--- config.mk ---
export PLATFORM = sky130hd
export DESIGN_NAME = json_int64_array_formatter_flat
export DESIGN_NICKNAME = d
export VERILOG_FILES = /design/src/rtl/jiaf_pkg.sv /design/src/rtl/jiaf_ifs.sv /design/src/rtl/jiaf_regs.sv /design/src/rtl/jiaf_datapath.sv /design/src/rtl/jiaf_ctrl.sv /design/src/rtl/json_int64_array_formatter.sv /design/src/flat_wrapper.sv
export VERILOG_INCLUDE_DIRS = /design/src /design/src/rtl
export SDC_FILE = /design/constraint.sdc
export NUM_CORES = 1
export LEC_CHECK = 0
export ABC_AREA = 0
export ABC_CLOCK_PERIOD_IN_PS = 6200
export BUFFER_PORTS_ARGS = -buffer_cell sky130_fd_sc_hd__buf_2
export CAP_MARGIN = 20
export CELL_PAD_IN_SITES_DETAIL_PLACEMENT = 1
export CELL_PAD_IN_SITES_GLOBAL_PLACEMENT = 1
export CORE_MARGIN = 3
export CORE_UTILIZATION = 40
export DETAILED_ROUTE_END_ITERATION = 8
export GPL_ROUTABILITY_DRIVEN = 0
export MAX_ROUTING_LAYER = met4
export PLACE_DENSITY_LB_ADDON = 0.15
export SYNTH_ARGS = -nofsm -noshare
export SYNTH_HDL_FRONTEND = slang
export SYNTH_SLANG_ARGS = --single-unit
--- constraint.sdc ---
create_clock -name clk -period 6.2 [get_ports clk]
set_clock_uncertainty 0.1 [all_clocks]
set_input_delay 1.24 -clock clk [delete_from_list [all_inputs] [get_ports clk]]
set_output_delay 1.24 -clock clk [all_outputs]
set_load 0.01 [all_outputs]
--- src/rtl/json_int64_array_formatter_assert.svh ---
// Assertion helpers used by the formatter datapath.
// Both macros sample on clk and are disabled while rst is high.
`ifndef JSON_INT64_ARRAY_FORMATTER_ASSERT_SVH
`define JSON_INT64_ARRAY_FORMATTER_ASSERT_SVH

// Same-cycle implication.
`define JIAF_ASSERT_SAME(label, ante, cons, msg) \
  label: assert property (@(posedge clk) disable iff (rst) (ante) |-> (cons)) else $error(msg);

// Next-cycle implication.
`define JIAF_ASSERT_NEXT(label, ante, cons, msg) \
  label: assert property (@(posedge clk) disable iff (rst) (ante) |=> (cons)) else $error(msg);

`endif

--- src/rtl/jiaf_pkg.sv ---
// ----------------------------------------------------------------------------
// jiaf_pkg
// Shared constants, types and helper functions of the JSON int64 array
// formatter.
// ----------------------------------------------------------------------------
package jiaf_pkg;

  localparam int COUNT_WIDTH     = 32;
  localparam int CAP_WIDTH       = 32;
  localparam int TOTAL_WIDTH     = 32;
  localparam int CMP_WIDTH       = ((COUNT_WIDTH > CAP_WIDTH) ? COUNT_WIDTH : CAP_WIDTH) + 2;
  localparam int NUM_WIDTH       = 64;
  localparam int NUM_DIGITS      = 20;
  localparam int BCD_WIDTH       = 4 * NUM_DIGITS;
  localparam int BITS_PER_STEP   = 4;
  localparam int CONV_STEPS      = NUM_WIDTH / BITS_PER_STEP;
  localparam int CONV_CNT_WIDTH  = $clog2(CONV_STEPS + 1);
  localparam int DIGIT_IDX_WIDTH = $clog2(NUM_DIGITS);
  localparam int DIGIT_CNT_WIDTH = $clog2(NUM_DIGITS + 1);
  localparam int APB_ADDR_WIDTH  = 3;
  localparam int APB_DATA_WIDTH  = 32;

  localparam logic [7:0] CH_OPEN  = 8'h5B;
  localparam logic [7:0] CH_COMMA = 8'h2C;
  localparam logic [7:0] CH_CLOSE = 8'h5D;
  localparam logic [7:0] CH_MINUS = 8'h2D;
  localparam logic [7:0] CH_ZERO  = 8'h30;

  localparam logic [NUM_WIDTH-1:0] SMALL_LIMIT = NUM_WIDTH'(10000);
  localparam logic [CMP_WIDTH-1:0] SMALL_NEED  = CMP_WIDTH'(4);
  localparam logic [CAP_WIDTH-1:0] CAP_RESET   = CAP_WIDTH'(4096);
  localparam logic [CAP_WIDTH-1:0] CAP_MIN     = CAP_WIDTH'(2);

  typedef enum logic [0:0] {
    REG_OUTPUT_CAPACITY = 1'b0
  } reg_idx_t;

  typedef enum logic [1:0] {
    STATUS_OK       = 2'd0,
    STATUS_CAPACITY = 2'd1,
    STATUS_BAD_ARG  = 2'd2
  } status_t;

  typedef enum logic [2:0] {
    EK_OPEN,
    EK_COMMA,
    EK_MINUS,
    EK_DIGIT,
    EK_CLOSE,
    EK_STATUS
  } emit_kind_t;

  typedef struct packed {
    logic       idle;
    logic       emit;
    emit_kind_t kind;
    logic       done;
    logic       run_end;
    status_t    status;
    logic       w_set1;
    logic       w_inc;
    logic       w_save;
    logic       w_clear;
    logic       dig_start;
  } jiaf_cmd_t;

  typedef struct packed {
    logic item_valid;
    logic first;
    logic last;
    logic empty;
    logic neg;
    logic small_num;
    logic w_zero;
    logic cap_lt2;
    logic ovf_now;
    logic ovf_small;
    logic ovf_digits;
    logic conv_done;
    logic dig_last;
    logic emit_ok;
  } jiaf_stat_t;

  // One step of shift-and-add-3 binary to BCD conversion.
  function automatic logic [BCD_WIDTH-1:0] dd_shift(input logic [BCD_WIDTH-1:0] bcd,
                                                    input logic in_bit);
    logic [BCD_WIDTH-1:0] adj;
    adj = bcd;
    for (int i = 0; i < NUM_DIGITS; i++) begin
      if (adj[4*i +: 4] >= 4'd5) begin
        adj[4*i +: 4] = adj[4*i +: 4] + 4'd3;
      end
    end
    return {adj[BCD_WIDTH-2:0], in_bit};
  endfunction

endpackage

--- src/rtl/jiaf_ifs.sv ---
// ----------------------------------------------------------------------------
// jiaf_item_if / jiaf_result_if
// Valid/ready channels for input requests and formatted result bytes.
// ----------------------------------------------------------------------------
interface jiaf_item_if import jiaf_pkg::*; ();
  logic                        valid;
  logic                        ready;
  logic signed [NUM_WIDTH-1:0] number;
  logic                        first_of_array;
  logic                        last_of_array;
  logic                        empty_array;

  modport source (output valid, number, first_of_array, last_of_array, empty_array,
                  input ready);
  modport sink (input valid, number, first_of_array, last_of_array, empty_array,
                output ready);
endinterface

interface jiaf_result_if import jiaf_pkg::*; ();
  logic                   valid;
  logic                   ready;
  logic [7:0]             out_byte;
  logic                   byte_valid;
  logic                   run_end;
  logic                   array_done;
  logic [1:0]             status;
  logic [TOTAL_WIDTH-1:0] total_written;

  modport source (output valid, out_byte, byte_valid, run_end, array_done, status,
                  total_written, input ready);
  modport sink (input valid, out_byte, byte_valid, run_end, array_done, status,
                total_written, output ready);
endinterface

--- src/rtl/jiaf_regs.sv ---
// ----------------------------------------------------------------------------
// jiaf_regs
// APB configuration register holding the output capacity.
// ----------------------------------------------------------------------------
module jiaf_regs import jiaf_pkg::*; (
  input  logic                      clk,
  input  logic                      rst,
  input  logic                      psel,
  input  logic                      penable,
  input  logic                      pwrite,
  input  logic [APB_ADDR_WIDTH-1:0] paddr,
  input  logic [APB_DATA_WIDTH-1:0] pwdata,
  output logic [APB_DATA_WIDTH-1:0] prdata,
  output logic                      pready,
  output logic [CAP_WIDTH-1:0]      cap
);

  logic     sel_cap;
  reg_idx_t idx;

  assign idx     = reg_idx_t'(paddr[APB_ADDR_WIDTH-1]);
  assign sel_cap = (idx == REG_OUTPUT_CAPACITY);
  assign pready  = 1'b1;

  always_ff @(posedge clk) begin
    if (rst) begin
      cap <= CAP_RESET;
    end else if (psel && penable && pwrite && sel_cap) begin
      cap <= pwdata[CAP_WIDTH-1:0];
    end
  end

  always_comb begin
    prdata = '0;
    if (psel && sel_cap) begin
      prdata = APB_DATA_WIDTH'(cap);
    end
  end

endmodule

--- src/rtl/jiaf_datapath.sv ---
// ----------------------------------------------------------------------------
// jiaf_datapath
// Request registers, BCD converter, byte counter, bound checks and the
// result output register.
// ----------------------------------------------------------------------------
`include "json_int64_array_formatter_assert.svh"

module jiaf_datapath import jiaf_pkg::*; (
  input  logic                 clk,
  input  logic                 rst,
  input  jiaf_cmd_t            cmd,
  output jiaf_stat_t           stat,
  input  logic [CAP_WIDTH-1:0] cap,
  jiaf_item_if.sink            item,
  jiaf_result_if.source        result
);

  logic                       first_q;
  logic                       last_q;
  logic                       empty_q;
  logic                       neg_q;
  logic                       small_q;
  logic [NUM_WIDTH-1:0]       mag;
  logic [BCD_WIDTH-1:0]       bcd;
  logic [CONV_CNT_WIDTH-1:0]  conv_cnt;
  logic [CMP_WIDTH-1:0]       wcur;
  logic [CMP_WIDTH-1:0]       wcur_next;
  logic [COUNT_WIDTH-1:0]     wsaved;
  logic [DIGIT_IDX_WIDTH-1:0] dptr;
  logic [DIGIT_CNT_WIDTH-1:0] ndig;
  logic [BCD_WIDTH-1:0]       bcd_next;
  logic [NUM_WIDTH-1:0]       mag_next;
  logic [CMP_WIDTH-1:0]       cap_ext;
  logic [CMP_WIDTH-1:0]       wcur_plus1;
  logic [7:0]                 byte_sel;
  logic                       load;
  logic                       rvalid;

  assign item.ready = cmd.idle;
  assign load       = item.valid && item.ready;
  assign cap_ext    = CMP_WIDTH'(cap);
  assign wcur_plus1 = wcur + CMP_WIDTH'(1);

  // Several conversion steps per cycle, each a shift of one magnitude bit.
  always_comb begin
    bcd_next = bcd;
    mag_next = mag;
    for (int k = 0; k < BITS_PER_STEP; k++) begin
      bcd_next = dd_shift(bcd_next, mag_next[NUM_WIDTH-1]);
      mag_next = {mag_next[NUM_WIDTH-2:0], 1'b0};
    end
  end

  // Digit count: position of the highest nonzero digit, at least one.
  always_comb begin
    ndig = DIGIT_CNT_WIDTH'(1);
    for (int i = 0; i < NUM_DIGITS; i++) begin
      if (bcd[4*i +: 4] != 4'd0) begin
        ndig = DIGIT_CNT_WIDTH'(i + 1);
      end
    end
  end

  always_comb begin
    wcur_next = wcur;
    if (cmd.w_set1) begin
      wcur_next = CMP_WIDTH'(1);
    end else if (cmd.w_inc) begin
      wcur_next = wcur_plus1;
    end
  end

  always_ff @(posedge clk) begin
    if (rst) begin
      conv_cnt <= '0;
      wsaved   <= '0;
    end else begin
      if (load) begin
        conv_cnt <= CONV_CNT_WIDTH'(CONV_STEPS);
      end else if (conv_cnt != '0) begin
        conv_cnt <= conv_cnt - CONV_CNT_WIDTH'(1);
      end
      if (cmd.w_clear) begin
        wsaved <= '0;
      end else if (cmd.w_save) begin
        wsaved <= wcur_next[COUNT_WIDTH-1:0];
      end
    end
  end

  always_ff @(posedge clk) begin
    if (load) begin
      first_q <= item.first_of_array;
      last_q  <= item.last_of_array;
      empty_q <= item.empty_array;
      neg_q   <= item.number[NUM_WIDTH-1];
      small_q <= !item.number[NUM_WIDTH-1] && (item.number < $signed(SMALL_LIMIT));
      mag     <= item.number[NUM_WIDTH-1] ? (~item.number + NUM_WIDTH'(1)) : item.number;
      bcd     <= '0;
      wcur    <= CMP_WIDTH'(wsaved);
    end else begin
      if (conv_cnt != '0) begin
        bcd <= bcd_next;
        mag <= mag_next;
      end
      wcur <= wcur_next;
    end
    if (cmd.dig_start) begin
      dptr <= DIGIT_IDX_WIDTH'(ndig - DIGIT_CNT_WIDTH'(1));
    end else if (cmd.emit && cmd.kind == EK_DIGIT) begin
      dptr <= dptr - DIGIT_IDX_WIDTH'(1);
    end
  end

  always_comb begin
    unique case (cmd.kind)
      EK_OPEN:  byte_sel = CH_OPEN;
      EK_COMMA: byte_sel = CH_COMMA;
      EK_MINUS: byte_sel = CH_MINUS;
      EK_DIGIT: byte_sel = CH_ZERO | {4'd0, bcd[4*dptr +: 4]};
      EK_CLOSE: byte_sel = CH_CLOSE;
      default:  byte_sel = 8'd0;
    endcase
  end

  always_ff @(posedge clk) begin
    if (rst) begin
      rvalid <= 1'b0;
    end else if (cmd.emit) begin
      rvalid <= 1'b1;
    end else if (result.ready) begin
      rvalid <= 1'b0;
    end
  end

  always_ff @(posedge clk) begin
    if (cmd.emit) begin
      result.out_byte      <= byte_sel;
      result.byte_valid    <= (cmd.kind != EK_STATUS);
      result.run_end       <= cmd.run_end;
      result.array_done    <= cmd.done;
      result.status        <= cmd.status;
      result.total_written <= (cmd.kind == EK_CLOSE) ? wcur_plus1[TOTAL_WIDTH-1:0] : '0;
    end
  end

  assign result.valid = rvalid;

  always_comb begin
    stat.item_valid = item.valid;
    stat.first      = first_q;
    stat.last       = last_q;
    stat.empty      = empty_q;
    stat.neg        = neg_q;
    stat.small_num  = small_q;
    stat.w_zero     = (wsaved == '0);
    stat.cap_lt2    = (cap < CAP_MIN);
    stat.ovf_now    = (wcur >= cap_ext);
    stat.ovf_small  = ((wcur + SMALL_NEED) > cap_ext);
    stat.ovf_digits = ((wcur + CMP_WIDTH'(ndig)) > cap_ext);
    stat.conv_done  = (conv_cnt == '0);
    stat.dig_last   = (dptr == '0);
    stat.emit_ok    = !rvalid || result.ready;
  end

  `JIAF_ASSERT_SAME(a_digit_after_conv, cmd.emit && cmd.kind == EK_DIGIT, conv_cnt == '0, "digit emitted before conversion finished")
  `JIAF_ASSERT_SAME(a_emit_has_room, cmd.emit, !rvalid || result.ready, "result overwritten while stalled")
  `JIAF_ASSERT_SAME(a_status_result_shape, rvalid && !result.byte_valid, result.array_done && result.total_written == '0, "status result malformed")

endmodule

--- src/rtl/jiaf_ctrl.sv ---
// ----------------------------------------------------------------------------
// jiaf_ctrl
// Sequencer that walks one request through bracket, separator, sign,
// conversion, digits and close, with the capacity checks in between.
// ----------------------------------------------------------------------------
module jiaf_ctrl import jiaf_pkg::*; (
  input  logic       clk,
  input  logic       rst,
  input  jiaf_stat_t stat,
  output jiaf_cmd_t  cmd
);

  typedef enum logic [2:0] {
    ST_IDLE,
    ST_OPEN,
    ST_SIGN,
    ST_CONV,
    ST_DIGIT,
    ST_CLOSE,
    ST_ABORT
  } state_t;

  state_t state;
  state_t state_next;

  always_ff @(posedge clk) begin
    if (rst) begin
      state <= ST_IDLE;
    end else begin
      state <= state_next;
    end
  end

  always_comb begin
    cmd        = '0;
    cmd.kind   = EK_STATUS;
    cmd.status = STATUS_OK;
    state_next = state;
    unique case (state)
      ST_IDLE: begin
        cmd.idle = 1'b1;
        if (stat.item_valid) begin
          state_next = ST_OPEN;
        end
      end
      ST_OPEN: begin
        if (!stat.first && !stat.empty && stat.w_zero) begin
          state_next = ST_IDLE;
        end else if (stat.first || stat.empty) begin
          if (stat.emit_ok) begin
            cmd.emit = 1'b1;
            if (stat.cap_lt2) begin
              cmd.kind    = EK_STATUS;
              cmd.status  = STATUS_BAD_ARG;
              cmd.done    = 1'b1;
              cmd.run_end = 1'b1;
              cmd.w_clear = 1'b1;
              state_next  = ST_IDLE;
            end else begin
              cmd.kind   = EK_OPEN;
              cmd.w_set1 = 1'b1;
              state_next = stat.empty ? ST_CLOSE : ST_SIGN;
            end
          end
        end else if (stat.ovf_now) begin
          state_next = ST_ABORT;
        end else if (stat.emit_ok) begin
          cmd.emit   = 1'b1;
          cmd.kind   = EK_COMMA;
          cmd.w_inc  = 1'b1;
          state_next = ST_SIGN;
        end
      end
      ST_SIGN: begin
        if (stat.small_num) begin
          state_next = stat.ovf_small ? ST_ABORT : ST_CONV;
        end else if (!stat.neg) begin
          state_next = ST_CONV;
        end else if (stat.ovf_now) begin
          state_next = ST_ABORT;
        end else if (stat.emit_ok) begin
          cmd.emit   = 1'b1;
          cmd.kind   = EK_MINUS;
          cmd.w_inc  = 1'b1;
          state_next = ST_CONV;
        end
      end
      ST_CONV: begin
        if (stat.conv_done) begin
          if (stat.ovf_digits) begin
            state_next = ST_ABORT;
          end else begin
            cmd.dig_start = 1'b1;
            state_next    = ST_DIGIT;
          end
        end
      end
      ST_DIGIT: begin
        if (stat.emit_ok) begin
          cmd.emit  = 1'b1;
          cmd.kind  = EK_DIGIT;
          cmd.w_inc = 1'b1;
          if (stat.dig_last) begin
            if (stat.last) begin
              state_next = ST_CLOSE;
            end else begin
              // The item leaves the array open; keep its byte count.
              cmd.run_end = 1'b1;
              cmd.w_save  = 1'b1;
              state_next  = ST_IDLE;
            end
          end
        end
      end
      ST_CLOSE: begin
        if (stat.ovf_now) begin
          state_next = ST_ABORT;
        end else if (stat.emit_ok) begin
          cmd.emit    = 1'b1;
          cmd.kind    = EK_CLOSE;
          cmd.done    = 1'b1;
          cmd.run_end = 1'b1;
          cmd.w_inc   = 1'b1;
          cmd.w_clear = 1'b1;
          state_next  = ST_IDLE;
        end
      end
      ST_ABORT: begin
        if (stat.emit_ok) begin
          cmd.emit    = 1'b1;
          cmd.kind    = EK_STATUS;
          cmd.status  = STATUS_CAPACITY;
          cmd.done    = 1'b1;
          cmd.run_end = 1'b1;
          cmd.w_clear = 1'b1;
          state_next  = ST_IDLE;
        end
      end
      default: begin
        state_next = ST_IDLE;
      end
    endcase
  end

endmodule

--- src/rtl/json_int64_array_formatter.sv ---
// Usage: requests arrive on the item channel (valid/ready), one signed 64-bit
// number per request with first, last and empty flags. Formatted JSON text
// leaves on the result channel one byte per result, with run_end on the
// last result of its request and array_done/status/total_written when
// an array ends. The APB port holds output_capacity (address 0).
// Timing: a request is taken only while the block is idle. The opening
// bracket or comma goes from the sequencer's open state into the output
// register; the decimal digits follow the binary to BCD converter, which
// handles four bits of the magnitude per cycle. Without stalls, the
// converter and the one-byte-per-cycle output set the throughput. A new
// request is taken only once the sequencer is back in idle after the last.
// Reset: the capacity returns to 4096 and no array is open; there is no
// clearing pass. When the receiver stalls, the current result is held in
// the output register and the sequencer waits.
// ----------------------------------------------------------------------------
// json_int64_array_formatter
// Top level: configuration register, sequencer and datapath.
// ----------------------------------------------------------------------------
module json_int64_array_formatter import jiaf_pkg::*; (
  input  logic                      clk,
  input  logic                      rst,
  jiaf_item_if.sink                 item,
  jiaf_result_if.source             result,
  input  logic                      psel,
  input  logic                      penable,
  input  logic                      pwrite,
  input  logic [APB_ADDR_WIDTH-1:0] paddr,
  input  logic [APB_DATA_WIDTH-1:0] pwdata,
  output logic [APB_DATA_WIDTH-1:0] prdata,
  output logic                      pready
);

  logic [CAP_WIDTH-1:0] cap;
  jiaf_cmd_t            cmd;
  jiaf_stat_t           stat;

  jiaf_regs u_regs (
    .clk     (clk),
    .rst     (rst),
    .psel    (psel),
    .penable (penable),
    .pwrite  (pwrite),
    .paddr   (paddr),
    .pwdata  (pwdata),
    .prdata  (prdata),
    .pready  (pready),
    .cap     (cap)
  );

  jiaf_ctrl u_ctrl (
    .clk  (clk),
    .rst  (rst),
    .stat (stat),
    .cmd  (cmd)
  );

  jiaf_datapath u_datapath (
    .clk    (clk),
    .rst    (rst),
    .cmd    (cmd),
    .stat   (stat),
    .cap    (cap),
    .item   (item),
    .result (result)
  );

endmodule

--- src/flat_wrapper.sv ---
// flat-port wrapper written by rule: the top's interface ports become plain ports
module json_int64_array_formatter_flat import jiaf_pkg::*;
  (clk, rst, psel, penable, pwrite, paddr, pwdata, prdata, pready, item_valid, item_number, item_first_of_array, item_last_of_array, item_empty_array, item_ready, result_valid, result_out_byte, result_byte_valid, result_run_end, result_array_done, result_status, result_total_written, result_ready);
  jiaf_item_if item_i ();
  jiaf_result_if result_i ();
  input  logic clk;
  input  logic rst;
  input  logic psel;
  input  logic penable;
  input  logic pwrite;
  input  logic [APB_ADDR_WIDTH-1:0] paddr;
  input  logic [APB_DATA_WIDTH-1:0] pwdata;
  output logic [APB_DATA_WIDTH-1:0] prdata;
  output logic pready;
  input wire logic [$bits(item_i.valid)-1:0] item_valid;
  input wire logic [$bits(item_i.number)-1:0] item_number;
  input wire logic [$bits(item_i.first_of_array)-1:0] item_first_of_array;
  input wire logic [$bits(item_i.last_of_array)-1:0] item_last_of_array;
  input wire logic [$bits(item_i.empty_array)-1:0] item_empty_array;
  output wire logic [$bits(item_i.ready)-1:0] item_ready;
  output wire logic [$bits(result_i.valid)-1:0] result_valid;
  output wire logic [$bits(result_i.out_byte)-1:0] result_out_byte;
  output wire logic [$bits(result_i.byte_valid)-1:0] result_byte_valid;
  output wire logic [$bits(result_i.run_end)-1:0] result_run_end;
  output wire logic [$bits(result_i.array_done)-1:0] result_array_done;
  output wire logic [$bits(result_i.status)-1:0] result_status;
  output wire logic [$bits(result_i.total_written)-1:0] result_total_written;
  input wire logic [$bits(result_i.ready)-1:0] result_ready;
  assign item_i.valid = item_valid;
  assign item_i.number = item_number;
  assign item_i.first_of_array = item_first_of_array;
  assign item_i.last_of_array = item_last_of_array;
  assign item_i.empty_array = item_empty_array;
  assign item_ready = item_i.ready;
  assign result_valid = result_i.valid;
  assign result_out_byte = result_i.out_byte;
  assign result_byte_valid = result_i.byte_valid;
  assign result_run_end = result_i.run_end;
  assign result_array_done = result_i.array_done;
  assign result_status = result_i.status;
  assign result_total_written = result_i.total_written;
  assign result_i.ready = result_ready;
  json_int64_array_formatter u_core (.clk(clk), .rst(rst), .item(item_i), .result(result_i), .psel(psel), .penable(penable), .pwrite(pwrite), .paddr(paddr), .pwdata(pwdata), .prdata(prdata), .pready(pready));
endmodule
# [Word-level counts from Yosys, hierarchy flattened]
# Index checks and enable logic that the tools add are counted.
[word_totals] reg_bits=306 word_cells=438
[classes] addsub=87 magnitude_cmp=85 eq_ne=18 shifts=1 muxes=176 bitwise_logic=2 reduce_logical=47
[op_table] op="two-way mux 4 bit" n=85
[op_table] op=">= comparator 4 x 3 -> 1 bit, second input constant" n=80
[op_table] op="adder 4 x 2 -> 4 bit, second input constant" n=76
[op_table] op="two-way mux 64 bit" n=3
[op_table] op="two-way mux 32 bit" n=4
[op_table] op="two-way mux 5 bit" n=23
[op_table] op="indexed part select 80 x 8 -> 4 bit" n=1
[op_table] op="nonzero test 4 bit" n=19
[op_table] op="two-way mux 3 bit" n=24
[op_table] op="> comparator 34 x 32 -> 1 bit" n=2
[op_table] op="adder 64 x 2 -> 64 bit, second input constant" n=1
[op_table] op="less-than comparator 64 x 15 -> 1 bit, second input constant" n=1
[op_table] op="NOT 64 bit" n=1
[op_table] op="case mux 7 bit (5 select lines)" n=1
[op_table] op="adder 34 x 1 -> 34 bit, second input constant" n=1
[op_table] op="adder 34 x 3 -> 34 bit, second input constant" n=1
[op_table] op="adder 34 x 5 -> 34 bit" n=1
[op_table] op=">= comparator 34 x 32 -> 1 bit" n=1
[op_table] op="logical NOT 32 bit" n=1
[op_table] op="less-than comparator 32 x 2 -> 1 bit, second input constant" n=1
[op_table] op="two-way mux 1 bit" n=21
[op_table] op="case mux 3 bit (7 select lines)" n=1
[op_table] op="case mux 4 bit (5 select lines)" n=1
[op_table] op="subtractor 5 x 1 -> 5 bit, second input constant" n=3
[op_table] op="28 further kinds" n=63

# [Logic depth before layout (Yosys ltp)]
# Gate-level depths: netlist of the first run.
[logic_depth] ltp_word=26 ltp_mapped=34 mapped_depth_nobuf=33

# [Hierarchy]
# Synthesis of the first run repeated with hierarchy kept, for this count alone.
[hier_totals] hier_cells=3382 hier_area_um2=27746.6
[modules_own_cells] mod="jiaf_datapath" instances=1 cells_each=3115 area_each_um2=25471.9 seq_area_each_um2=6586.3
[modules_own_cells] mod="jiaf_regs" instances=1 cells_each=178 area_each_um2=1696.6 seq_area_each_um2=640.6
[modules_own_cells] mod="jiaf_ctrl" instances=1 cells_each=89 area_each_um2=578.1 seq_area_each_um2=60.1

# [Worst setup path after synthesis of the first run]
# Ideal clock, no wire load.
[synth_timing] path_type="register to register" from="reg u_core.u_datapath.bcd[4]" to="reg u_core.u_datapath.dptr[4], data pin" setup_time_ns=0.267 arrival_time_ns=6.006 slack_ns=-0.174 path_stages_with_launch=35 n_path_buf=1 cell_sequence="dfxtp_1 > inv_1 > ha_1 > inv_1 > o311ai_0 > a31oi_1 > o21ai_0 > nand2_1 > a311oi_1 > o31ai_1 > nor3_1 > ha_1 > a21o_1 > a21oi_1 > o21ai_0 > a21oi_1 > or4_1 > clkbuf_1 > nor3_1 > xor2_1 > ha_1 > a21o_1 > a21o_1 > a21oi_1 > nor2_1 > a211o_1 > a2111oi_0 > o21a_1 > nand3_1 > nor3_1 > a21oi_1 > ha_1 > nand2_1 > xor2_1 > mux2i_1"
[synth_between] elab_chain_len=26 word_cells_on_any_way=27 cone_classes="2 x add/sub; 1 x order compare; 23 x mux; 1 x reduce/logical"
[synth_rtl] item="start, declared" line_no="jiaf_datapath.sv:24" source="logic [BCD_WIDTH-1:0] bcd;"
[synth_rtl] item="start signal, assigned" line_no="jiaf_datapath.sv:103" source="bcd <= bcd_next;"
[synth_rtl] item="nonzero test 4 bit (*)" line_no="jiaf_datapath.sv:58" source="if (bcd[4*i +: 4] != 4'd0) begin"
[synth_rtl] item="two-way mux 2 bit (*)" line_no="jiaf_datapath.sv:58"
[synth_rtl] item="two-way mux 5 bit (*) (18 in series)" line_no="jiaf_datapath.sv:58"
[synth_rtl] item="adder 34 x 5 -> 34 bit" line_no="jiaf_datapath.sv:160" source="stat.ovf_digits = ((wcur + CMP_WIDTH'(ndig)) > cap_ext);"
[synth_rtl] item="> comparator 34 x 32 -> 1 bit" line_no="jiaf_datapath.sv:160"
[synth_rtl] item="two-way mux 1 bit" line_no="jiaf_ctrl.sv:90" source="if (stat.ovf_digits) begin"
[synth_rtl] item="two-way mux 1 bit" line_no="jiaf_ctrl.sv:89" source="if (stat.conv_done) begin"
[synth_rtl] item="two-way mux 1 bit" line_no="jiaf_ctrl.sv:39" source="unique case (state)"
[synth_rtl] item="two-way mux 5 bit (*)" line_no="jiaf_datapath.sv:108" source="if (cmd.dig_start) begin"
[synth_rtl] item="end signal, assigned" line_no="jiaf_datapath.sv:109" source="dptr <= DIGIT_IDX_WIDTH'(ndig - DIGIT_CNT_WIDTH'(1));"
[synth_rtl] item="end signal, assigned" line_no="jiaf_datapath.sv:111" source="dptr <= dptr - DIGIT_IDX_WIDTH'(1);"
[synth_rtl] item="end, declared" line_no="jiaf_datapath.sv:29" source="logic [DIGIT_IDX_WIDTH-1:0] dptr;"
# Every way passes the cells marked *; elsewhere a longest branch is shown, timed or not.
# A chain may end at the register's enable or synchronous reset.

# [Worst setup path in the final report of the first run]
[layout_timing] from="reg u_core.u_datapath.bcd[25]" to="reg u_core.u_datapath.dptr[4], data pin"
[layout_between] elab_chain_len=21 word_cells_on_any_way=22 cone_classes="2 x add/sub; 1 x order compare; 18 x mux; 1 x reduce/logical"
[layout_rtl] item="nonzero test 4 bit (*)" line_no="jiaf_datapath.sv:58"
[layout_rtl] item="two-way mux 5 bit (*) (14 in series)" line_no="jiaf_datapath.sv:58"
[layout_rtl] item="adder 34 x 5 -> 34 bit" line_no="jiaf_datapath.sv:160"
[layout_rtl] item="> comparator 34 x 32 -> 1 bit" line_no="jiaf_datapath.sv:160"
[layout_rtl] item="two-way mux 1 bit" line_no="jiaf_ctrl.sv:90"
[layout_rtl] item="two-way mux 1 bit" line_no="jiaf_ctrl.sv:89"
[layout_rtl] item="two-way mux 1 bit" line_no="jiaf_ctrl.sv:39"
[layout_rtl] item="two-way mux 5 bit (*)" line_no="jiaf_datapath.sv:108"
# Marks and branches as above.

==> results_dict.tcl, run 1 <==
set metrics [dict create \
    r2r-start "u_core.u_datapath.bcd[25]" \
    min-delay-start "u_core.u_datapath.wsaved[29]" \
    r2r_slack_ns -0.19 \
    critPathBufInv 2 \
    grtUsageTotal 0.259 \
    ctsRootBufferMaster "clkbuf_16" \
    syn_nets 3624 \
    synth.avg_cell_area_um2 8.17 \
    syn_area_um2 26500 \
    reg2reg_to "u_core.u_datapath.dptr[4]" \
    start_util 0.408 \
    portBuffers 184 \
    hold_depth 2 \
    clockBufferDepth 3 \
    worstPathRequired_ns 6.41 \
    worstHoldEndpoint "u_core.u_datapath.wcur[29]" \
    areaGrowthSynthToFinish_pct 19.1 \
    drv_slew 0 \
    ys_warn_count 0 \
    antenna_found_initial 1 \
    max_clock_freq_ghz 0.157 \
    synthArstFlopShare 0 \
    wl_met3_mm 3.41 \
    synth_cells 3247 \
    nets 3938 \
    finalHoldViolCount 0 \
    ant_nets 0 \
    setup_viol 3 \
    worst_setup_path_end_kind "register" \
    outcome "finished, violations left" \
    synth_enable_flop_cells 118 \
    rows 93 \
    grt_start_max_net_pins 115 \
    vias 25055 \
    wl_met1_mm 40.1 \
    remaining_drc_errors 0 \
    wirelength_mm 91.4 \
    first_global_vias 26453 \
    finalCritPeriodShare 1.03 \
    routedWlPerCell_um 20.5 \
    slew_headroom 0.271 \
    dr_wl_met2_mm 45.0 \
    dp_hpwl_mm 70.1 \
    cts_tree "built" \
    fp.dieW_um 263 \
    fin_crit_ns 6.39 \
    holdBufCountCts 0 \
    violations "setup timing" \
    worstSetupStartpointType "register" \
    critical_path_class "register to register" \
    die_y_um 263 \
    cp_slowest_stage_delay_ns 0.47 \
    synth_flop_cell "dfxtp_1" \
    drive_gt1_frac 0.184 \
    firstDrtPassIters 5 \
    cap_violations 0 \
    rsz0062_at_grt "true" \
    drtIter0Drc 1288 \
    path_clk_slew_ns 0.06 \
    clk_latency_ns 0.57 \
    ios 189 \
    cts.sinks 305 \
    ys_ff_latch 305 \
    core_um2 65000 \
    via_per_inst 5.63 \
    dr.max_layer_used "met4" \
    synth_cell_types 81 \
    grt_pass1_wl_mm 143 \
    critPathTopFamily "simple AND/OR/NAND/NOR gates" \
    r2r.worst_path.cells 30 \
    cp-startpoint "u_core.u_datapath.bcd[25]" \
    hold_class "register to register" \
    path_max_fanout 5 \
    tightest_slew_ns 1.09 \
    cts_buffers 41 \
    htreeDepth 2 \
    yosysSeqAreaShare 0.275 \
    grt_remaining_overflow 0 \
    arrival_ns 6.60 \
    whs_ns 0.386 \
    fin_ws_ns -0.189 \
    die_area_um2 69400 \
    cp_slowest_cell "or4_4" \
    antennaDiodeCount 0 \
]
## through the flow
step / cells / setup slack, ns / instance area, um2 / utilization / setup TNS [ns]
2_1_floorplan: 3247 / 0.00300 / 26500 / - / 0
3_5_place_dp: 4336 / -1.28 / 29500 / 0.453 / -8.31
3_3_place_gp: 4335 / -0.895 / 29500 / 0.453 / -5.99
4_1_cts: 4437 / -0.256 / 31100 / 0.479 / -0.342
6_report: 4449 / -0.189 / 31600 / 0.485 / -0.370
5_1_grt: 4449 / -0.430 / 31600 / 0.485 / -1.81
## synthesized netlist by cell type (11+ instances only)
library cell / count / area, um2
a31oi_1: 20 / 125
a21boi_0: 17 / 128
nor3_1: 64 / 320
a211oi_1: 41 / 308
ha_1: 267 / 3340
nand4_1: 39 / 244
and2_1: 40 / 250
xnor2_1: 144 / 1260
o21ai_0: 243 / 1220
o31ai_1: 22 / 165
o2bb2ai_1: 20 / 175
nand3_1: 65 / 325
o21a_1: 29 / 218
a221oi_1: 13 / 114
dfxtp_1: 187 / 3740
nor2_1: 259 / 972
xor2_1: 124 / 1090
or3_1: 11 / 68.8
a21o_1: 18 / 135
mux4_2: 24 / 541
o211ai_1: 12 / 90.1
clkbuf_1: 131 / 492
inv_1: 220 / 826
and3_1: 14 / 87.6
edfxtp_1: 118 / 3540
a21oi_1: 242 / 1210
nand2_1: 340 / 1280
nor4_1: 32 / 200
mux2_2: 58 / 653
nor3b_1: 41 / 308
nor2b_1: 50 / 313
mux2i_1: 100 / 1000
nand2b_1: 96 / 601
or2_2: 11 / 68.8
## placed cells by master (no fill, tap or decap), types with 49 or more instances in the layout
cell      netlist  routed
buf_4           2     220
xnor2_1       144     139
buf_2           2     184
dfxtp_1       187     185
nor2b_1        50      49
nand2b_1       96      93
o21ai_0       243     236
a21oi_1       242     234
xor2_1        124     123
inv_1         220     215
nand3_1        65      60
mux2_2         58      56
nand2_1       340     336
ha_1          267     258
nor2_1        259     251
mux2i_1       100      98
nor3_1         64      59
edfxtp_1      118     118
## per-layer routing
metal | up-vias | track usage
met5 | - | -
met4 | 0 | 0.0885
met3 | 150 | 0.0314
met2 | 529 | 0.444
met1 | 12293 | 0.314
li1 | 12083 | -
## state kept, by name, summed over array words and instances, names as in the netlist
name	count
u_core.u_datapath.empty_q	1
u_core.u_ctrl.state	3
u_core.u_datapath.neg_q	1
u_core.u_datapath.conv_cnt	5
u_core.u_datapath.wcur	34
u_core.u_datapath.mag	64
u_core.u_datapath.first_q	1
u_core.u_datapath.dptr	5
u_core.u_datapath.result.out_byte	7
u_core.u_datapath.result.valid	1
u_core.u_datapath.result.array_done	1
u_core.u_datapath.last_q	1
u_core.u_datapath.small_q	1
u_core.u_regs.cap	32
u_core.u_datapath.wsaved	32
u_core.u_datapath.result.byte_valid	1
u_core.u_datapath.bcd	80
u_core.u_datapath.result.run_end	1
u_core.u_datapath.result.total_written	32
u_core.u_datapath.result.status	2
## worst register-to-register path, delay by kind of cell (launching register included)
family,cells,cell delay [ns]
mux,2,0.37
xor+xnor,2,0.35
buf+inv,2,0.19
fa+ha+maj,4,0.95
simple gates,10,1.93
flops,1,0.31
compound gates,10,1.93
## how the worst max path moves through the flow
stage	endpoint	slack [ns]	cells after the start
finish	u_core.u_datapath.dptr[4]	-0.19	30
global route	u_core.u_datapath.dptr[2]	-0.43	34
CTS	u_core.u_datapath.dptr[4]	-0.26	32
detailed placement	u_core.u_datapath.dptr[4]	-1.28	33
global placement	u_core.u_datapath.dptr[4]	-0.90	33
floorplan	u_core.u_datapath.dptr[4]	0.003	33
## kinds of logic (layout without fill, tap and decap cells)
group / count (synthesis) / in the layout / share of synthesized area
AND/OR/NAND/NOR: 1091 / 1091 / 0.199
AO/OA/AOI/OAI: 769 / 769 / 0.176
buffers and inverters: 362 / 709 / 0.0517
flip-flops: 305 / 305 / 0.275
adder cells (fa/ha/maj): 268 / 268 / 0.127
XOR/XNOR: 268 / 268 / 0.0885
multiplexers: 182 / 182 / 0.0828
other: 2 / 2 / 0.000283
## repair_timing
item                                    CTS  global route
endpoints found under the setup margin   11            18
cloned                                    0             0
pin swaps                                28            27
gates resized for setup                  32            69
hold endpoints to repair                  0             0
buffers inserted                         26            12
## layout make-up
type	count	area, um2
timing repair buffer	413	2720
fill	7761	33500
sequential	305	7290
inverter	220	826
clock inverter	28	254
tap	855	1070
clock buffer	48	1070
multi-input combinational	2580	18300
Power of run 1 is not shown: default switching activity piles up to over one toggle a cycle in this logic, so the estimate is an artifact.
==> run 2: changes to the inputs <==
ABC_AREA = 1   (was 0)
==> results_dict.tcl, run 2 <==
set metrics [dict create \
    outcome "complete, no violations" \
    cp_slowest_cell "nor3_1" \
    synth-simple-area-share 0.269 \
    ios 189 \
    largest_reg_flops 80 \
    synth_most_common_cell "nand2_1" \
    synth_top_cell_area_share 0.136 \
    cp_slowest_stage_delay_ns 0.36 \
    die_area_um2 72100 \
    cap_violations 0 \
    final_common_cell "nand2_1" \
    synth_enable_flop_cells 118 \
    clk_latency_ns 0.58 \
    synthAdderAreaFrac 0.122 \
    rows 95 \
    finalHoldViolCount 0 \
    ys_ff_latch 305 \
    start_util 0.407 \
    core_um2 67800 \
    grt_pass1_wl_mm 141 \
    final_cells 5168 \
    cts_buffers 40 \
    synth.avg_cell_area_um2 6.72 \
    antenna_found_initial 1 \
    arrival_ns 5.98 \
    portBuffers 184 \
    synthArstFlopShare 0 \
    slew_headroom 0.399 \
    worstSetupStartpointType "register" \
    holdBufCountCts 0 \
    worst_setup_path_end_kind "register" \
    hold_class "register to register" \
    wirelength_mm 87.7 \
    grt_start_max_net_pins 94 \
    routedWlPerCell_um 17.0 \
    synth_flop_cell "dfxtp_1" \
    path_clk_slew_ns 0.06 \
    clockBufferDepth 3 \
    yosys.area.top_type "dfxtp_1" \
    areaGrowthSynthToFinish_pct 12.5 \
    placedCellCount 5088 \
    firstDrtPassIters 5 \
    synth_cells 4104 \
    syn_nets 4481 \
    yosysSeqAreaShare 0.264 \
    ant_nets 0 \
    dp_hpwl_mm 68.4 \
    first_global_vias 26784 \
    cts_tree "built" \
    max_clock_freq_ghz 0.173 \
    nets 4639 \
    netlist_top_cells_count "nand2_1, inv_1, nor2_1" \
    path_max_fanout 6 \
    critical_path_class "register to register" \
    finalCritPeriodShare 0.930 \
    synth_cell_types 68 \
    drive_gt1_frac 0.116 \
    synth_top_family_by_area "simple AND/OR/NAND/NOR gates" \
    n_fill_cell 8921 \
    grt_remaining_overflow 0 \
    finalSetupTns_ns 0 \
    final_cell_mix "nand2_1, inv_1, nor2_1" \
    setup_viol 0 \
    synth-xor-area-share 0.0656 \
    cts.sinks 305 \
    die_y_um 269 \
    ys_warn_count 0 \
    ctsRootBufferMaster "clkbuf_16" \
    grtUsageTotal 0.248 \
    vias 26901 \
    htreeDepth 2 \
    synth.area.mux_share 0.000363 \
    fp.dieW_um 269 \
    via_per_inst 5.21 \
    crit_top_cell "nand2_1" \
    whs_ns 0.379 \
    drv_slew 0 \
    reg.largest.list "u_core.u_datapath.bcd x80, u_core.u_datapath.mag x64, u_core.u_datapath.wcur x34" \
    drtIter0Drc 1209 \
    worstPathRequired_ns 6.41 \
    tightest_slew_ns 0.901 \
    remaining_drc_errors 0 \
    syn_area_um2 27600 \
    synth-compound-area-share 0.174 \
    synthTopCellsByArea "dfxtp_1, edfxtp_1, ha_1" \
    largest_register "u_core.u_datapath.bcd" \
    fin_crit_ns 5.77 \
]
run 2: cell types whose count changed after synthesis, sizes merged, moves of 44 or more:
cell and delta:
clkbuf -44, inv +415, mux2 -58, mux2i -99, nand2 +516, nand2b -96, nand3 +143, nor2 +188
nor2b -50, o21ai +249, xnor2 -117, xor2 +52
run 2: stage by stage:
| stage | setup slack, ns | utilization | cell area [um2] |
|---|---|---|---|
| 2_1_floorplan | 0.828 | - | 27600 |
| 3_3_place_gp | 0.131 | 0.435 | 29400 |
| 3_5_place_dp | 0.0793 | 0.435 | 29500 |
| 4_1_cts | 0.0342 | 0.455 | 30800 |
| 5_1_grt | -0.0269 | 0.458 | 31000 |
| 6_report | 0.434 | 0.458 | 31000 |
run 2: cells by family after synthesis:
logic type                 count (synthesis)
and+or+nand+nor                         1716
DFF                                      305
AOI/OAI and AO/OA                        859
muxes                                      1
adders and majority gates                268
other                                      2
buffers and inverters                    750
xor gates and xnor gates                 203
run 2: metal layers:
layer | vias up | routed length, um | track usage
met4 | 0 | 1670 | 0.0519
li1 | 13712 | - | -
met2 | 362 | 41400 | 0.410
met5 | - | 0 | -
met3 | 91 | 2990 | 0.0267
met1 | 12736 | 41700 | 0.328
run 2: final timing paths:
kind	from	slack, ns	cells past startpoint	endpoint
worst max-delay path	u_core.u_datapath.bcd[69]	0.43	37	u_core.u_datapath.dptr[4]
worst min-delay path	u_core.u_datapath.wsaved[31]	0.38	2	u_core.u_datapath.wcur[31]
worst max register to register	u_core.u_datapath.bcd[69]	0.43	37	u_core.u_datapath.dptr[4]
worst min register to register	u_core.u_datapath.wsaved[31]	0.38	2	u_core.u_datapath.wcur[31]
run 2: cell type report:
cell class / count / area, um2 / share of cell area
diodes: 1 / 2.50 / 0.0000807
clock buffers: 57 / 1140 / 0.0366
clock inverters: 17 / 215 / 0.00694
inverters: 638 / 2400 / 0.0775
multi-input cells: 3049 / 17600 / 0.567
flip-flops and latches: 305 / 7290 / 0.235
well taps: 873 / 1090 / 0.0352
repair buffers: 228 / 1280 / 0.0414
run 2: worst max-delay path, delay by kind of cell, from the launching register on:
family / cells / cell delay, ns
buffers and inverters: 6 / 0.74
flip-flops: 1 / 0.31
XOR/XNOR: 2 / 0.30
AO/OA/AOI/OAI: 1 / 0.31
adder cells (fa/ha/maj): 4 / 0.90
AND/OR/NAND/NOR: 24 / 2.85
run 2: what timing repair did:
action	in CTS	in global routing
setup buffers	0	5
endpoints found under the setup margin	0	6
gates resized for setup	0	42
Power of run 2 is left out for the same reason.
